==> config.mk <==
export PLATFORM = sky130hd
export DESIGN_NAME = rvc_yaw_packet_tracker
export DESIGN_NICKNAME = d
export VERILOG_FILES = /design/src/hw/rtl/rvc_pkg.sv /design/src/hw/rtl/rvc_parser.sv /design/src/hw/rtl/rvc_track.sv /design/src/hw/rtl/rvc_calc.sv /design/src/hw/rtl/rvc_yaw_packet_tracker.sv
export SDC_FILE = /design/constraint.sdc
export NUM_CORES = 2
export LEC_CHECK = 0
export BUFFER_PORTS_ARGS = -buffer_cell sky130_fd_sc_hd__buf_2
export CAP_MARGIN = 25
export CORE_MARGIN = 2
export CORE_UTILIZATION = 45
export DETAILED_ROUTE_END_ITERATION = 12
export PLACE_DENSITY = 0.68
export SLEW_MARGIN = 40
export SYNTH_ARGS = -nofsm -noshare
export SYNTH_HDL_FRONTEND = slang
export SYNTH_SLANG_ARGS = --single-unit
==> constraint.sdc <==
create_clock -name clk -period 13.1 [get_ports clk]
set_input_delay 0 -clock clk [delete_from_list [all_inputs] [get_ports clk]]
set_output_delay 0 -clock clk [all_outputs]
set_load 0.02 [all_outputs]
==> src/hw/rtl/rvc_pkg.sv <==
package rvc_pkg;

    // Packet layout
    localparam int PACKET_BYTES = 19;
    localparam int POS_W        = $clog2(PACKET_BYTES);

    localparam logic [POS_W-1:0] POS_HDR1      = POS_W'(0);
    localparam logic [POS_W-1:0] POS_HDR2      = POS_W'(1);
    localparam logic [POS_W-1:0] POS_SUM_FIRST = POS_W'(2);
    localparam logic [POS_W-1:0] POS_YAW_LO    = POS_W'(3);
    localparam logic [POS_W-1:0] POS_YAW_HI    = POS_W'(4);
    localparam logic [POS_W-1:0] POS_LAST      = POS_W'(PACKET_BYTES - 1);

    // Moving average of yaw deltas; the tap count must be a power of two.
    localparam int AVG_TAPS  = 8;
    localparam int SLOT_W    = $clog2(AVG_TAPS);
    localparam int DELTA_W   = 17;
    localparam int TOTAL_W   = DELTA_W + SLOT_W;
    localparam int HZ_W      = 10;
    localparam int PROD_W    = TOTAL_W + HZ_W + 1;
    localparam int RATE_W    = 26;

    // Angles in centidegrees, held in 18-bit signed arithmetic.
    localparam logic signed [17:0] HALF_TURN = 18'sd18000;
    localparam logic signed [17:0] FULL_TURN = 18'sd36000;
    localparam int RATE_LIMIT = 18000000;

    typedef enum logic [1:0] {
        ST_NONE     = 2'd0,
        ST_ACCEPTED = 2'd1,
        ST_BAD_SUM  = 2'd2,
        ST_OUTLIER  = 2'd3
    } status_t;

    typedef enum logic [1:0] {
        RATE_HOLD   = 2'd0,
        RATE_UPDATE = 2'd1,
        RATE_CLEAR  = 2'd2
    } rate_op_t;

    typedef enum logic [1:0] {
        REG_HEADER   = 2'd0,
        REG_INVERT   = 2'd1,
        REG_MAX_STEP = 2'd2,
        REG_RATE_HZ  = 2'd3
    } reg_idx_t;

    // Event from the byte parser when the last byte of a packet arrives.
    typedef struct packed {
        logic        done;
        logic        sum_ok;
        logic [15:0] yaw_word;
    } pkt_t;

    // Tracker state snapshot handed to the output stage.
    typedef struct packed {
        logic                      have_yaw;
        logic signed [15:0]        cur_yaw;
        logic signed [15:0]        zero_off;
        logic signed [TOTAL_W-1:0] total;
        logic [31:0]               count;
        status_t                   status;
        rate_op_t                  rate_op;
    } stage_t;

endpackage

==> src/hw/rtl/rvc_parser.sv <==
module rvc_parser (
    input  logic          clk,
    input  logic          rst_n,
    input  logic          take,
    input  logic [7:0]    rx_byte,
    input  logic [7:0]    header_byte,
    output rvc_pkg::pkt_t pkt
);
    import rvc_pkg::*;

    logic [POS_W-1:0] pos_reg, pos_next;
    logic [7:0]       sum_reg, sum_next;
    logic [7:0]       yaw_lo_reg, yaw_lo_next;
    logic [7:0]       yaw_hi_reg, yaw_hi_next;
    logic             hdr_match;

    assign hdr_match = (rx_byte == header_byte);

    always_comb
    begin
        pos_next     = pos_reg;
        sum_next     = sum_reg;
        yaw_lo_next  = yaw_lo_reg;
        yaw_hi_next  = yaw_hi_reg;
        pkt.done     = 1'b0;
        pkt.sum_ok   = (rx_byte == sum_reg);
        pkt.yaw_word = {yaw_hi_reg, yaw_lo_reg};
        if (take)
        begin
            if (pos_reg == POS_HDR1)
            begin
                if (hdr_match)
                begin
                    pos_next = POS_HDR2;
                end
            end
            else if (pos_reg == POS_HDR2)
            begin
                // A mismatching second header byte is not retried as a first one.
                pos_next = hdr_match ? POS_SUM_FIRST : POS_HDR1;
            end
            else if (pos_reg >= POS_LAST)
            begin
                pkt.done = 1'b1;
                pos_next = POS_HDR1;
            end
            else
            begin
                sum_next = (pos_reg == POS_SUM_FIRST) ? rx_byte : sum_reg + rx_byte;
                if (pos_reg == POS_YAW_LO)
                begin
                    yaw_lo_next = rx_byte;
                end
                if (pos_reg == POS_YAW_HI)
                begin
                    yaw_hi_next = rx_byte;
                end
                pos_next = pos_reg + POS_W'(1);
            end
        end
    end

    always_ff @(posedge clk or negedge rst_n)
    begin
        if (!rst_n)
        begin
            pos_reg    <= '0;
            sum_reg    <= '0;
            yaw_lo_reg <= '0;
            yaw_hi_reg <= '0;
        end
        else
        begin
            pos_reg    <= pos_next;
            sum_reg    <= sum_next;
            yaw_lo_reg <= yaw_lo_next;
            yaw_hi_reg <= yaw_hi_next;
        end
    end

endmodule

==> src/hw/rtl/rvc_track.sv <==
module rvc_track (
    input  logic            clk,
    input  logic            rst_n,
    input  logic            beat,
    input  logic            command,
    input  rvc_pkg::pkt_t   pkt,
    input  logic            yaw_sign_invert,
    input  logic [15:0]     max_step_centideg,
    output rvc_pkg::stage_t stage
);
    import rvc_pkg::*;

    logic signed [15:0]        cur_reg, cur_next;
    logic signed [15:0]        zero_reg, zero_next;
    logic                      have_reg, have_next;
    logic signed [DELTA_W-1:0] win_reg [AVG_TAPS];
    logic signed [DELTA_W-1:0] win_next [AVG_TAPS];
    logic signed [TOTAL_W-1:0] total_reg, total_next;
    logic [SLOT_W-1:0]         slot_reg, slot_next;
    logic [31:0]               count_reg, count_next;
    stage_t                    stage_reg, stage_next;

    logic signed [17:0]        y_raw, y_sgn, y_wrap, d_raw, d_fold, d_mag;
    logic                      outlier;
    logic signed [TOTAL_W-1:0] total_sum;
    status_t                   status;
    rate_op_t                  rate_op;

    // Decode, optional negation, and wrap into one turn. The negated value
    // spans at most one extra half turn, so one correction is enough.
    always_comb
    begin
        y_raw = {{2{pkt.yaw_word[15]}}, pkt.yaw_word};
        y_sgn = yaw_sign_invert ? -y_raw : y_raw;
        if (y_sgn >= HALF_TURN)
        begin
            y_wrap = y_sgn - FULL_TURN;
        end
        else if (y_sgn < -HALF_TURN)
        begin
            y_wrap = y_sgn + FULL_TURN;
        end
        else
        begin
            y_wrap = y_sgn;
        end

        d_raw = y_wrap - {{2{cur_reg[15]}}, cur_reg};
        if (d_raw > HALF_TURN)
        begin
            d_fold = d_raw - FULL_TURN;
        end
        else if (d_raw < -HALF_TURN)
        begin
            d_fold = d_raw + FULL_TURN;
        end
        else
        begin
            d_fold = d_raw;
        end
        d_mag   = (d_fold < 0) ? -d_fold : d_fold;
        outlier = have_reg && (d_mag[15:0] > max_step_centideg);

        total_sum = total_reg
                    - {{SLOT_W{win_reg[slot_reg][DELTA_W-1]}}, win_reg[slot_reg]}
                    + {{SLOT_W{d_fold[DELTA_W-1]}}, d_fold[DELTA_W-1:0]};
    end

    always_comb
    begin
        cur_next   = cur_reg;
        zero_next  = zero_reg;
        have_next  = have_reg;
        win_next   = win_reg;
        total_next = total_reg;
        slot_next  = slot_reg;
        count_next = count_reg;
        status     = ST_NONE;
        rate_op    = RATE_HOLD;
        if (beat)
        begin
            if (command)
            begin
                // Zero heading is ignored until a yaw has been seen.
                if (have_reg)
                begin
                    zero_next  = cur_reg;
                    total_next = '0;
                    slot_next  = '0;
                    rate_op    = RATE_CLEAR;
                    for (int i = 0; i < AVG_TAPS; i++)
                    begin
                        win_next[i] = '0;
                    end
                end
            end
            else if (pkt.done)
            begin
                if (!pkt.sum_ok)
                begin
                    status = ST_BAD_SUM;
                end
                else if (outlier)
                begin
                    status = ST_OUTLIER;
                end
                else
                begin
                    status = ST_ACCEPTED;
                    // The first packet only seeds the yaw and adds no delta.
                    if (have_reg)
                    begin
                        win_next[slot_reg] = d_fold[DELTA_W-1:0];
                        total_next         = total_sum;
                        slot_next          = (slot_reg == SLOT_W'(AVG_TAPS - 1)) ?
                                             '0 : slot_reg + SLOT_W'(1);
                        rate_op            = RATE_UPDATE;
                    end
                    cur_next   = y_wrap[15:0];
                    have_next  = 1'b1;
                    count_next = count_reg + 32'd1;
                end
            end
        end

        stage_next.have_yaw = have_next;
        stage_next.cur_yaw  = cur_next;
        stage_next.zero_off = zero_next;
        stage_next.total    = total_next;
        stage_next.count    = count_next;
        stage_next.status   = status;
        stage_next.rate_op  = rate_op;
    end

    always_ff @(posedge clk or negedge rst_n)
    begin
        if (!rst_n)
        begin
            cur_reg   <= '0;
            zero_reg  <= '0;
            have_reg  <= 1'b0;
            total_reg <= '0;
            slot_reg  <= '0;
            count_reg <= '0;
            for (int i = 0; i < AVG_TAPS; i++)
            begin
                win_reg[i] <= '0;
            end
        end
        else
        begin
            cur_reg   <= cur_next;
            zero_reg  <= zero_next;
            have_reg  <= have_next;
            total_reg <= total_next;
            slot_reg  <= slot_next;
            count_reg <= count_next;
            win_reg   <= win_next;
        end
    end

    always_ff @(posedge clk)
    begin
        if (beat)
        begin
            stage_reg <= stage_next;
        end
    end

    assign stage = stage_reg;

endmodule

==> src/hw/rtl/rvc_calc.sv <==
module rvc_calc (
    input  rvc_pkg::stage_t                   stage,
    input  logic [rvc_pkg::HZ_W-1:0]          packet_rate_hz,
    output logic signed [15:0]                heading,
    output logic signed [rvc_pkg::RATE_W-1:0] rate
);
    import rvc_pkg::*;

    localparam int AVG_SHIFT = $clog2(AVG_TAPS);
    localparam logic signed [PROD_W-1:0] LIMIT_P = PROD_W'(RATE_LIMIT);
    localparam logic signed [RATE_W-1:0] LIMIT_R = RATE_W'(RATE_LIMIT);
    localparam logic signed [PROD_W-1:0] ROUND_P = PROD_W'(AVG_TAPS - 1);

    logic signed [17:0]       diff, wrapped;
    logic signed [PROD_W-1:0] tot_x, hz_x, prod, biased, quo;

    always_comb
    begin
        diff = {{2{stage.cur_yaw[15]}}, stage.cur_yaw}
               - {{2{stage.zero_off[15]}}, stage.zero_off};
        if (diff >= HALF_TURN)
        begin
            wrapped = diff - FULL_TURN;
        end
        else if (diff < -HALF_TURN)
        begin
            wrapped = diff + FULL_TURN;
        end
        else
        begin
            wrapped = diff;
        end
        heading = stage.have_yaw ? wrapped[15:0] : '0;
    end

    // Average times cadence; the divide by the tap count truncates toward zero.
    always_comb
    begin
        tot_x  = {{(PROD_W - TOTAL_W){stage.total[TOTAL_W-1]}}, stage.total};
        hz_x   = {{(PROD_W - HZ_W){1'b0}}, packet_rate_hz};
        prod   = tot_x * hz_x;
        biased = (prod < 0) ? prod + ROUND_P : prod;
        quo    = biased >>> AVG_SHIFT;
        if (quo > LIMIT_P)
        begin
            rate = LIMIT_R;
        end
        else if (quo < -LIMIT_P)
        begin
            rate = -LIMIT_R;
        end
        else
        begin
            rate = quo[RATE_W-1:0];
        end
    end

endmodule

==> src/hw/rtl/rvc_yaw_packet_tracker.sv <==
// Channel   Dir  Beat contents
// --------  ---  ---------------------------------------------------------------
// s_*       in   tuser: command; tdata[7:0]: rx_byte
// m_*       out  tuser: packet_status; tdata: heading, rate, packet_count, yaw_valid
// APB       in   header_byte @0x0, yaw_sign_invert @0x4, max_step @0x8, rate_hz @0xC
//
// Every input beat yields exactly one output beat, passing first through the
// tracker stage. One beat can be taken each cycle while the output accepts: the
// tracker stage updates all packet and window state at the accept edge, and the
// output stage forms heading and rate (one 20x10 multiply) into the output register.
// Reset is asynchronous and active low and clears parser, tracker and rate
// state; configuration registers return to their defaults.
// A stalled output holds; a new beat is still taken while the tracker stage is free.
module rvc_yaw_packet_tracker (
    input  logic        clk,
    input  logic        rst_n,

    input  logic        s_tvalid,
    output logic        s_tready,
    input  logic [7:0]  s_tdata,    // [7:0] rx_byte
    input  logic        s_tuser,    // [0] command (1 = zero heading)

    output logic        m_tvalid,
    input  logic        m_tready,
    output logic [79:0] m_tdata,    // [15:0] heading_centideg, [41:16] rate_centideg_per_s,
                                    // [73:42] packet_count, [74] yaw_valid, [79:75] zero
    output logic [1:0]  m_tuser,    // [1:0] packet_status

    input  logic        psel,
    input  logic        penable,
    input  logic        pwrite,
    input  logic [3:0]  paddr,
    input  logic [31:0] pwdata,
    output logic [31:0] prdata,
    output logic        pready
);
    import rvc_pkg::*;

    // Configuration registers
    logic [7:0]      header_reg;
    logic            invert_reg;
    logic [15:0]     max_step_reg;
    logic [HZ_W-1:0] rate_hz_reg;
    logic            cfg_write;
    reg_idx_t        cfg_idx;

    // Pipeline control
    logic            beat;
    logic            s1_valid_reg, s1_valid_next;
    logic            out_valid_reg, out_valid_next;
    logic            out_load;

    pkt_t            pkt;
    stage_t          stage;
    logic signed [15:0]       heading;
    logic signed [RATE_W-1:0] rate_calc;

    // Output register
    logic signed [15:0]       heading_reg;
    logic signed [RATE_W-1:0] rate_reg;
    logic [31:0]              count_reg;
    logic                     yaw_valid_reg;
    status_t                  status_reg;

    // -------------------------------------------------------------------------
    // APB register file. The port never waits.
    // -------------------------------------------------------------------------
    assign pready    = 1'b1;
    assign cfg_idx   = reg_idx_t'(paddr[3:2]);
    assign cfg_write = psel && penable && pwrite && pready;

    always_ff @(posedge clk or negedge rst_n)
    begin
        if (!rst_n)
        begin
            header_reg   <= 8'd170;
            invert_reg   <= 1'b0;
            max_step_reg <= 16'd3000;
            rate_hz_reg  <= HZ_W'(100);
        end
        else if (cfg_write)
        begin
            case (cfg_idx)
                REG_HEADER:   header_reg   <= pwdata[7:0];
                REG_INVERT:   invert_reg   <= pwdata[0];
                REG_MAX_STEP: max_step_reg <= pwdata[15:0];
                REG_RATE_HZ:  rate_hz_reg  <= pwdata[HZ_W-1:0];
                default:      header_reg   <= header_reg;
            endcase
        end
    end

    always_comb
    begin
        case (cfg_idx)
            REG_HEADER:   prdata = {24'd0, header_reg};
            REG_INVERT:   prdata = {31'd0, invert_reg};
            REG_MAX_STEP: prdata = {16'd0, max_step_reg};
            REG_RATE_HZ:  prdata = {{(32 - HZ_W){1'b0}}, rate_hz_reg};
            default:      prdata = '0;
        endcase
    end

    // -------------------------------------------------------------------------
    // Handshake. The tracker stage takes a beat whenever it is empty or its
    // content moves on to the output register in the same cycle.
    // -------------------------------------------------------------------------
    assign out_load = s1_valid_reg && (!out_valid_reg || m_tready);
    assign s_tready = !s1_valid_reg || out_load;
    assign beat     = s_tvalid && s_tready;

    always_comb
    begin
        s1_valid_next = s1_valid_reg;
        if (beat)
        begin
            s1_valid_next = 1'b1;
        end
        else if (out_load)
        begin
            s1_valid_next = 1'b0;
        end

        out_valid_next = out_valid_reg;
        if (out_load)
        begin
            out_valid_next = 1'b1;
        end
        else if (m_tready)
        begin
            out_valid_next = 1'b0;
        end
    end

    always_ff @(posedge clk or negedge rst_n)
    begin
        if (!rst_n)
        begin
            s1_valid_reg  <= 1'b0;
            out_valid_reg <= 1'b0;
        end
        else
        begin
            s1_valid_reg  <= s1_valid_next;
            out_valid_reg <= out_valid_next;
        end
    end

    // -------------------------------------------------------------------------
    // Datapath
    // -------------------------------------------------------------------------
    rvc_parser u_parser (
        .clk         (clk),
        .rst_n       (rst_n),
        .take        (beat && !s_tuser),
        .rx_byte     (s_tdata),
        .header_byte (header_reg),
        .pkt         (pkt)
    );

    rvc_track u_track (
        .clk               (clk),
        .rst_n             (rst_n),
        .beat              (beat),
        .command           (s_tuser),
        .pkt               (pkt),
        .yaw_sign_invert   (invert_reg),
        .max_step_centideg (max_step_reg),
        .stage             (stage)
    );

    rvc_calc u_calc (
        .stage          (stage),
        .packet_rate_hz (rate_hz_reg),
        .heading        (heading),
        .rate           (rate_calc)
    );

    // The rate register is part of the tracker state: it keeps its value
    // until an accepted delta recomputes it or a zero heading clears it.
    always_ff @(posedge clk or negedge rst_n)
    begin
        if (!rst_n)
        begin
            rate_reg <= '0;
        end
        else if (out_load)
        begin
            case (stage.rate_op)
                RATE_UPDATE: rate_reg <= rate_calc;
                RATE_CLEAR:  rate_reg <= '0;
                default:     rate_reg <= rate_reg;
            endcase
        end
    end

    always_ff @(posedge clk)
    begin
        if (out_load)
        begin
            heading_reg   <= heading;
            count_reg     <= stage.count;
            yaw_valid_reg <= stage.have_yaw;
            status_reg    <= stage.status;
        end
    end

    assign m_tvalid = out_valid_reg;
    assign m_tdata  = {5'd0, yaw_valid_reg, count_reg, rate_reg, heading_reg};
    assign m_tuser  = status_reg;

endmodule
Yosys cells after proc, flatten, opt, wreduce, memory -nomap -nowiden
Cells that the tools add are included.
{"block": "word_totals", "regBits": 456, "elab_cells": 199, "in_bits": 52, "output_inout_bits": 117}
{"block": "op_classes", "n_reduce_logical": 31, "n_eq_ne": 14, "mul": 1, "order_cmp": 14, "n_mux": 79, "bitwise_logic": 6, "addsub": 17}
{"cell": "$mux 136", "count": 6}
{"cell": "$mux 16", "count": 11}
{"cell": "$mux 32", "count": 5}
{"cell": "$mux 20", "count": 7}
{"cell": "$bwmux 136", "count": 1}
{"cell": "$pmux 32 s4", "count": 1}
{"cell": "$mux 18", "count": 5}
{"cell": "$mux 26", "count": 2}
{"cell": "$pmux 26 s2", "count": 1}
{"cell": "$bmux 17 s3", "count": 1}
{"cell": "$demux 17 s3", "count": 1}
{"cell": "$mux 17", "count": 3}
{"cell": "$add 18x17->18 const B", "count": 2}
{"cell": "$lt 18x16->1 const B", "count": 2}
{"cell": "$sub 18x17->18 const B", "count": 2}
{"cell": "$add 32x1->32 const B", "count": 1}
{"cell": "$add 31x4->31 const B", "count": 1}
{"cell": "$lt 31x1->1 const B", "count": 1}
{"cell": "$mul 20x11->31", "count": 1}
{"cell": "$mux 31", "count": 1}
{"cell": "$gt 28x26->1 const B", "count": 1}
{"cell": "$lt 28x26->1 const B", "count": 1}
{"cell": "$mux 3", "count": 7}
{"cell": "$add 20x20->20", "count": 1}
{"cell": "45 further kinds", "count": 97}

Logic depth before layout (Yosys ltp)
{"block": "logic_depth", "word_depth": 18, "mapped_depth": 50, "depth_no_buf": 45}

Hierarchy
Synthesis repeated with hierarchy kept, for this count alone.
{"block": "unflattened", "hier_cells": 3384, "area_unflattened_um2": 33646.0}
{"module": "rvc_track", "n_inst": 1, "cells_per_inst": 1596, "area_each_um2": 16590.9, "seq_area_each_um2": 8277.9}
{"module": "rvc_calc", "n_inst": 1, "cells_per_inst": 1333, "area_each_um2": 10669.0, "seq_area_each_um2": 0.0}
{"module": "rvc_yaw_packet_tracker", "n_inst": 1, "cells_per_inst": 286, "area_each_um2": 4640.7, "seq_area_each_um2": 3125.5}
{"module": "rvc_parser", "n_inst": 1, "cells_per_inst": 169, "area_each_um2": 1745.4, "seq_area_each_um2": 725.7}

Least setup slack after synthesis
OpenSTA, ideal clock, no wires.
{"block": "synth_timing", "path_kind": "register to register", "startpoint": "reg u_parser.yaw_lo_reg[0]", "endpoint": "reg u_track.stage_reg (netlist bit u_track.stage[27]), data pin", "arrival_ps": 9611, "path_buffers": 6, "path_stages_with_launch": 47, "path_slack_ps": 3226, "setup_time_ps": 263, "synth_period_minus_slack_ps": 9874, "required_ps": 12837, "cell_sequence": "dfrtp_1 -> inv_1 -> ha_1 -> or4b_1 -> buf_2 -> o21ai_0 -> xor2_1 -> or4_1 -> a211oi_1 -> nor2b_1 -> o31a_1 -> clkbuf_1 -> o21ai_0 -> o21ai_0 -> xnor2_1 -> ha_1 -> clkbuf_1 -> and3_1 -> [11 not listed] -> a21oi_1 -> xnor2_1 -> ha_1 -> nor2b_1 -> o21ai_0 -> nand2b_1 -> a21oi_1 -> nor2b_1 -> o21ai_0 -> nand2b_1 -> a21oi_1 -> a21oi_1 -> a21boi_0 -> clkbuf_1 -> and4_1 -> buf_1 -> nand4_1 -> xnor2_1"}
{"block": "synth_between", "elab_chain_cells": 18, "word_cells_on_any_way": 25, "cone_classes": "add/sub (7); order compare (6); mux (11); reduce/logical (1)"}
{"element": "start: declaration", "line": "rvc_parser.sv:13", "source": "logic [7:0] yaw_lo_reg, yaw_lo_next;"}
{"element": "start signal: assignment", "line": "rvc_parser.sv:76", "source": "yaw_lo_reg <= yaw_lo_next;"}
{"element": "$neg 16->18", "line": "rvc_track.sv:34", "source": "y_sgn = yaw_sign_invert ? -y_raw : y_raw;"}
{"element": "$mux 18 *", "line": "rvc_track.sv:34"}
{"element": "$add 18x17->18 / $lt 18x16->1 (equally long branches)", "line": "rvc_track.sv:41, rvc_track.sv:39"}
{"element": "$mux 18", "line": "rvc_track.sv:39", "source": "else if (y_sgn < -HALF_TURN)"}
{"element": "$mux 18 *", "line": "rvc_track.sv:35", "source": "if (y_sgn >= HALF_TURN)"}
{"element": "$sub 18x18->18 *", "line": "rvc_track.sv:48", "source": "d_raw = y_wrap - {{2{cur_reg[15]}}, cur_reg};"}
{"element": "$add 18x17->18 / $lt 18x16->1 (equally long branches)", "line": "rvc_track.sv:55, rvc_track.sv:53"}
{"element": "$mux 18", "line": "rvc_track.sv:53", "source": "else if (d_raw < -HALF_TURN)"}
{"element": "[3 not listed]"}
{"element": "$gt 16x16->1 *", "line": "rvc_track.sv:62", "source": "outlier = have_reg && (d_mag[15:0] > max_step_centideg);"}
{"element": "$logic_and 1x1->1 *", "line": "rvc_track.sv:62"}
{"element": "$mux 32 *", "line": "rvc_track.sv:103", "source": "else if (outlier)"}
{"element": "$mux 32 *", "line": "rvc_track.sv:99", "source": "if (!pkt.sum_ok)"}
{"element": "$mux 32 *", "line": "rvc_track.sv:97", "source": "else if (pkt.done)"}
{"element": "$mux 32 *", "line": "rvc_track.sv:82", "source": "if (command)"}
{"element": "$mux 32 *", "line": "rvc_track.sv:80", "source": "if (beat)"}
{"element": "net u_track.count_next[23]", "line": "rvc_track.sv:20", "source": "logic [31:0] count_reg, count_next;"}
{"element": "end signal: assignment", "line": "rvc_track.sv:166", "source": "stage_reg <= stage_next;"}
{"element": "end: declaration", "line": "rvc_track.sv:21", "source": "stage_t stage_reg, stage_next;"}
Mark *: on every way through the listed nets, which the timed path passes. The rest lies on a longest branch.
A chain may end at the register's enable or synchronous reset.

Worst setup path after layout
{"block": "layout_timing", "startpoint": "reg u_parser.yaw_lo_reg[0]", "endpoint": "reg u_track.win_reg[84] in the netlist's numbering"}
{"block": "layout_between", "elab_chain_cells": 15, "word_cells_on_any_way": 28, "cone_classes": "add/sub (7); order compare (6); eq/ne (1); mux (12); reduce/logical (2)"}
{"element": "$neg 16->18", "line": "rvc_track.sv:34"}
{"element": "$mux 18 *", "line": "rvc_track.sv:34"}
{"element": "$add 18x17->18 / $lt 18x16->1 (equally long branches)", "line": "rvc_track.sv:41, rvc_track.sv:39"}
{"element": "$mux 18", "line": "rvc_track.sv:39"}
{"element": "$mux 18 *", "line": "rvc_track.sv:35"}
{"element": "$sub 18x18->18 *", "line": "rvc_track.sv:48"}
{"element": "$add 18x17->18 / $lt 18x16->1 (equally long branches)", "line": "rvc_track.sv:55, rvc_track.sv:53"}
{"element": "$mux 18", "line": "rvc_track.sv:53"}
{"element": "$mux 18 *", "line": "rvc_track.sv:49", "source": "if (d_raw > HALF_TURN)"}
{"element": "$neg 16->16, or another cell as far along", "line": "rvc_track.sv:61", "source": "d_mag = (d_fold < 0) ? -d_fold : d_fold;"}
{"element": "$mux 16 / $mux 136 (equally long branches)", "line": "rvc_track.sv:61, rvc_track.sv:111"}
{"element": "$gt 16x16->1 / $mux 136 (equally long branches)", "line": "rvc_track.sv:62, rvc_track.sv:103"}
{"element": "$logic_and 1x1->1 / $mux 136 (equally long branches)", "line": "rvc_track.sv:62, rvc_track.sv:99"}
{"element": "$ne 2x2->1 (no line) / $mux 136 (equally long branches)"}
{"element": "$reduce_and 5->1 (no line) / $mux 136 (equally long branches)"}
{"element": "end signal: assignment", "line": "rvc_track.sv:158", "source": "win_reg <= win_next;"}
{"element": "end: declaration", "line": "rvc_track.sv:16", "source": "logic signed [DELTA_W-1:0] win_reg [AVG_TAPS];"}
Every way passes the cells marked *; elsewhere a longest branch is shown, timed or not. The select of a mux whose other input is x is not followed.

==> impl_metrics.ini <==
[floorplanning]
die_w_um = 274
initial_core_util_pct = 45.2
die-area_mm2 = 0.0751
pin_count = 169
core.rowCount = 99
coreArea_mm2 = 0.0726
dieHeight_um = 274

[detailed_routing]
ant_nets = 0
drt_iter0_drc = 2202
viasPerCell = 5.54
wirelength_mm = 79.1
first_pass_iters = 6
drc = 0
wire_per_inst_um = 17.8
vias = 24600

[clock_tree]
clk_path_buf_depth = 3
postCtsSetupBuffers = 0
clk_pin_slew_worst_paths_ns = 0.06
cts_buffers = 52
cts_resized = 0
cts.sinks = 456
cts_tree = done
root_buffer = clkbuf_16
clock_latency_ns = 0.62
cts.htree.levels = 2
cts_hold_buf = 29

[critical_path]
required_ns = 13.58
critPathTopFamily = compound AO/OA/AOI/OAI gates
critPathArrivalTime_ns = 12.02
crit_path_frequent_cell = a21oi_1
crit_path_start_kind = register
worstSetupPathType = reg -> reg
slowest_delay_ns = 0.74
end_kind = register
worst-path-buf-inv = 4
path_max_fanout = 22
cp_slowest_cell = and2_1

[synthesis]
syn_area_mm2 = 0.0328
synth-simple-area-share_pct = 15.7
synth_edf_count = 140
synth_top_family_by_area = adder cells
ys_seq_area_share_pct = 37.0
yosys_register_bits = 456
yosys_warnings = 0
syn_avg_cell_area_um2 = 9.72
synth-xor-area-share_pct = 5.01
synth_compound_area_share_pct = 15.2
synthMuxAreaShare_pct = 2.02
ys.flop_type = dfrtp_1
synth_fa_ha_area_share_pct = 18.5
syn_inst = 3376
async_flop_share_pct = 69.3
synth_cell_type_count = 99

[grt]
track_usage_pct = 21.0
grt-ovfl-total = 0
antenna_found_initial = 1
met1_usage_pct = 30.1
use_met2_pct = 33.8
grt_use_met3_pct = 3.10
grt_max_degree = 101
grt_pass1_wl_mm = 128
grt-busiest-layer = met2
grt_pass1_vias = 23700

[placed_design]
hpwlAfterDp_mm = 58.1
gp_congestion = 0.885
port_buffers = 128

[sta]
final_hold_viol_count = 0
fin_crit_ns = 11.55
slew_violations = 0
grt_setup_unrepaired = false
finalSetupViolations = 0
slew_headroom_pct = 43.9
worst_pin_slew_ns = 0.820
post-route-period-util_pct = 88.1
finClkSkew_ns = 0.0410
fin_tns_setup_ns = 0
fmax_mhz = 86.6

[layout]
syn_to_final_growth_pct = 10.9
finalNetCount = 3861
largest_register_ffs = 136
n_antenna_cell = 0
drive_gt1_share_pct = 10.8

[min_path]
hp-class = in -> reg

[flow_run]
maxCapViolations = 0

[status]
outcome = finished clean
worst min-delay path: stages:
cell           delay (ns)
dlygate4sd3_1        0.51
buf_2                0.09
nand2_1              0.04
o21ai_0              0.06
routing by layer:
layer	share of wire [%]	routed length, um
met5	0.016	13
met4	1.8	1410
met3	5.3	4210
met2	46	36300
met1	47	37100
layout by cell type, fill, tap and decap left out, types with 15 or more instances in the layout:
master,netlist,routed
a2111oi_0,16,15
inv_1,333,332
fa_1,199,199
xnor2_1,129,128
nand2b_1,22,22
and2_1,140,139
xor2_1,52,50
clkbuf_16,0,52
dfrtp_1,302,301
nand2_1,296,295
nor2_1,102,99
ha_1,167,167
buf_2,15,127
a22o_1,23,23
a21o_1,35,35
o21a_1,19,19
mux2i_1,16,16
or3_1,24,24
o31ai_1,17,17
nor3_1,44,41
or2_2,17,17
and3_1,40,39
buf_4,23,34
clkbuf_1,157,15
o211ai_1,22,22
dlygate4sd3_1,0,30
o21ai_0,303,301
a22oi_1,53,53
mux2_2,40,40
a21oi_1,111,110
nand3_1,188,188
nor2b_1,28,27
nand4_1,43,43
conb_1,2,22
edfxtp_1,140,140
layout make-up:
type | instances | area, um2
fill | 6735 | 36200
multi-input combinational | 2399 | 18800
sequential | 456 | 12100
clock buffer | 73 | 1440
timing repair buffer | 198 | 1300
inverter | 336 | 1260
tap | 959 | 1200
clock inverter | 25 | 315
cells in the mapped netlist (all sizes together) (20+ instances only):
library cell | number | area share (%)
a22o | 23 | 0.61
nand3 | 188 | 2.9
a2111oi | 20 | 0.65
nand2b | 22 | 0.42
buf | 48 | 0.96
mux2 | 41 | 1.4
o211ai | 22 | 0.50
and3 | 40 | 0.76
dfrtp | 302 | 23
or3 | 24 | 0.46
a21o | 35 | 0.80
clkbuf | 157 | 1.8
nor2 | 102 | 1.2
nand4 | 43 | 0.82
nor3 | 44 | 0.67
xor2 | 54 | 1.5
fa | 199 | 12
and2 | 141 | 2.7
o21ai | 310 | 4.7
inv | 335 | 3.8
edfxtp | 140 | 13
a22oi | 53 | 1.2
ha | 167 | 6.4
nor2b | 28 | 0.53
xnor2 | 130 | 3.5
nand2 | 296 | 3.4
a21oi | 112 | 1.7
cell families (layout without fill, tap and decap cells):
logic type / after synthesis / after routing
fa+ha+maj: 366 / 366
flops: 456 / 456
simple gates: 1006 / 1006
compound gates: 762 / 762
other cells: 2 / 22
buf+inv: 541 / 632
xor+xnor: 184 / 184
mux: 59 / 59
stage by stage:
step	worst slack (ns)	util, %	hold slack, ns	area, um2	std cells
final	1.55	50.2	0.128	36400	4446
after global routing	0.500	50.2	0.114	36400	4446
after CTS	1.46	50.0	0.0306	36300	4443
after detailed placement	1.49	47.2	0.103	34300	4316
after global placement	1.58	47.1	0.0854	34200	4316
after floorplan	3.23	-	-0.296	32900	3396
path summary, 6_finish.rpt:
| kind | endpoint | slack, ns | depth (start not counted) | start |
|---|---|---|---|---|
| min in group asynchronous | u_parser.pos_reg[3] | 0.36 | 3 | rst_n |
| min | max_step_reg[15] | 0.13 | 4 | pwdata[15] |
| max in group asynchronous | u_track.win_reg[73] | 11.31 | 5 | rst_n |
| max reg2reg | u_track.win_reg[84] | 1.55 | 44 | u_parser.yaw_lo_reg[0] |
| min reg2reg | count_reg[17] | 0.41 | 0 | u_track.stage[21] |
| max | u_track.win_reg[84] | 1.55 | 44 | u_parser.yaw_lo_reg[0] |
Power is not shown: default switching activity piles up to over one toggle a cycle in this logic, so the estimate is an artifact.
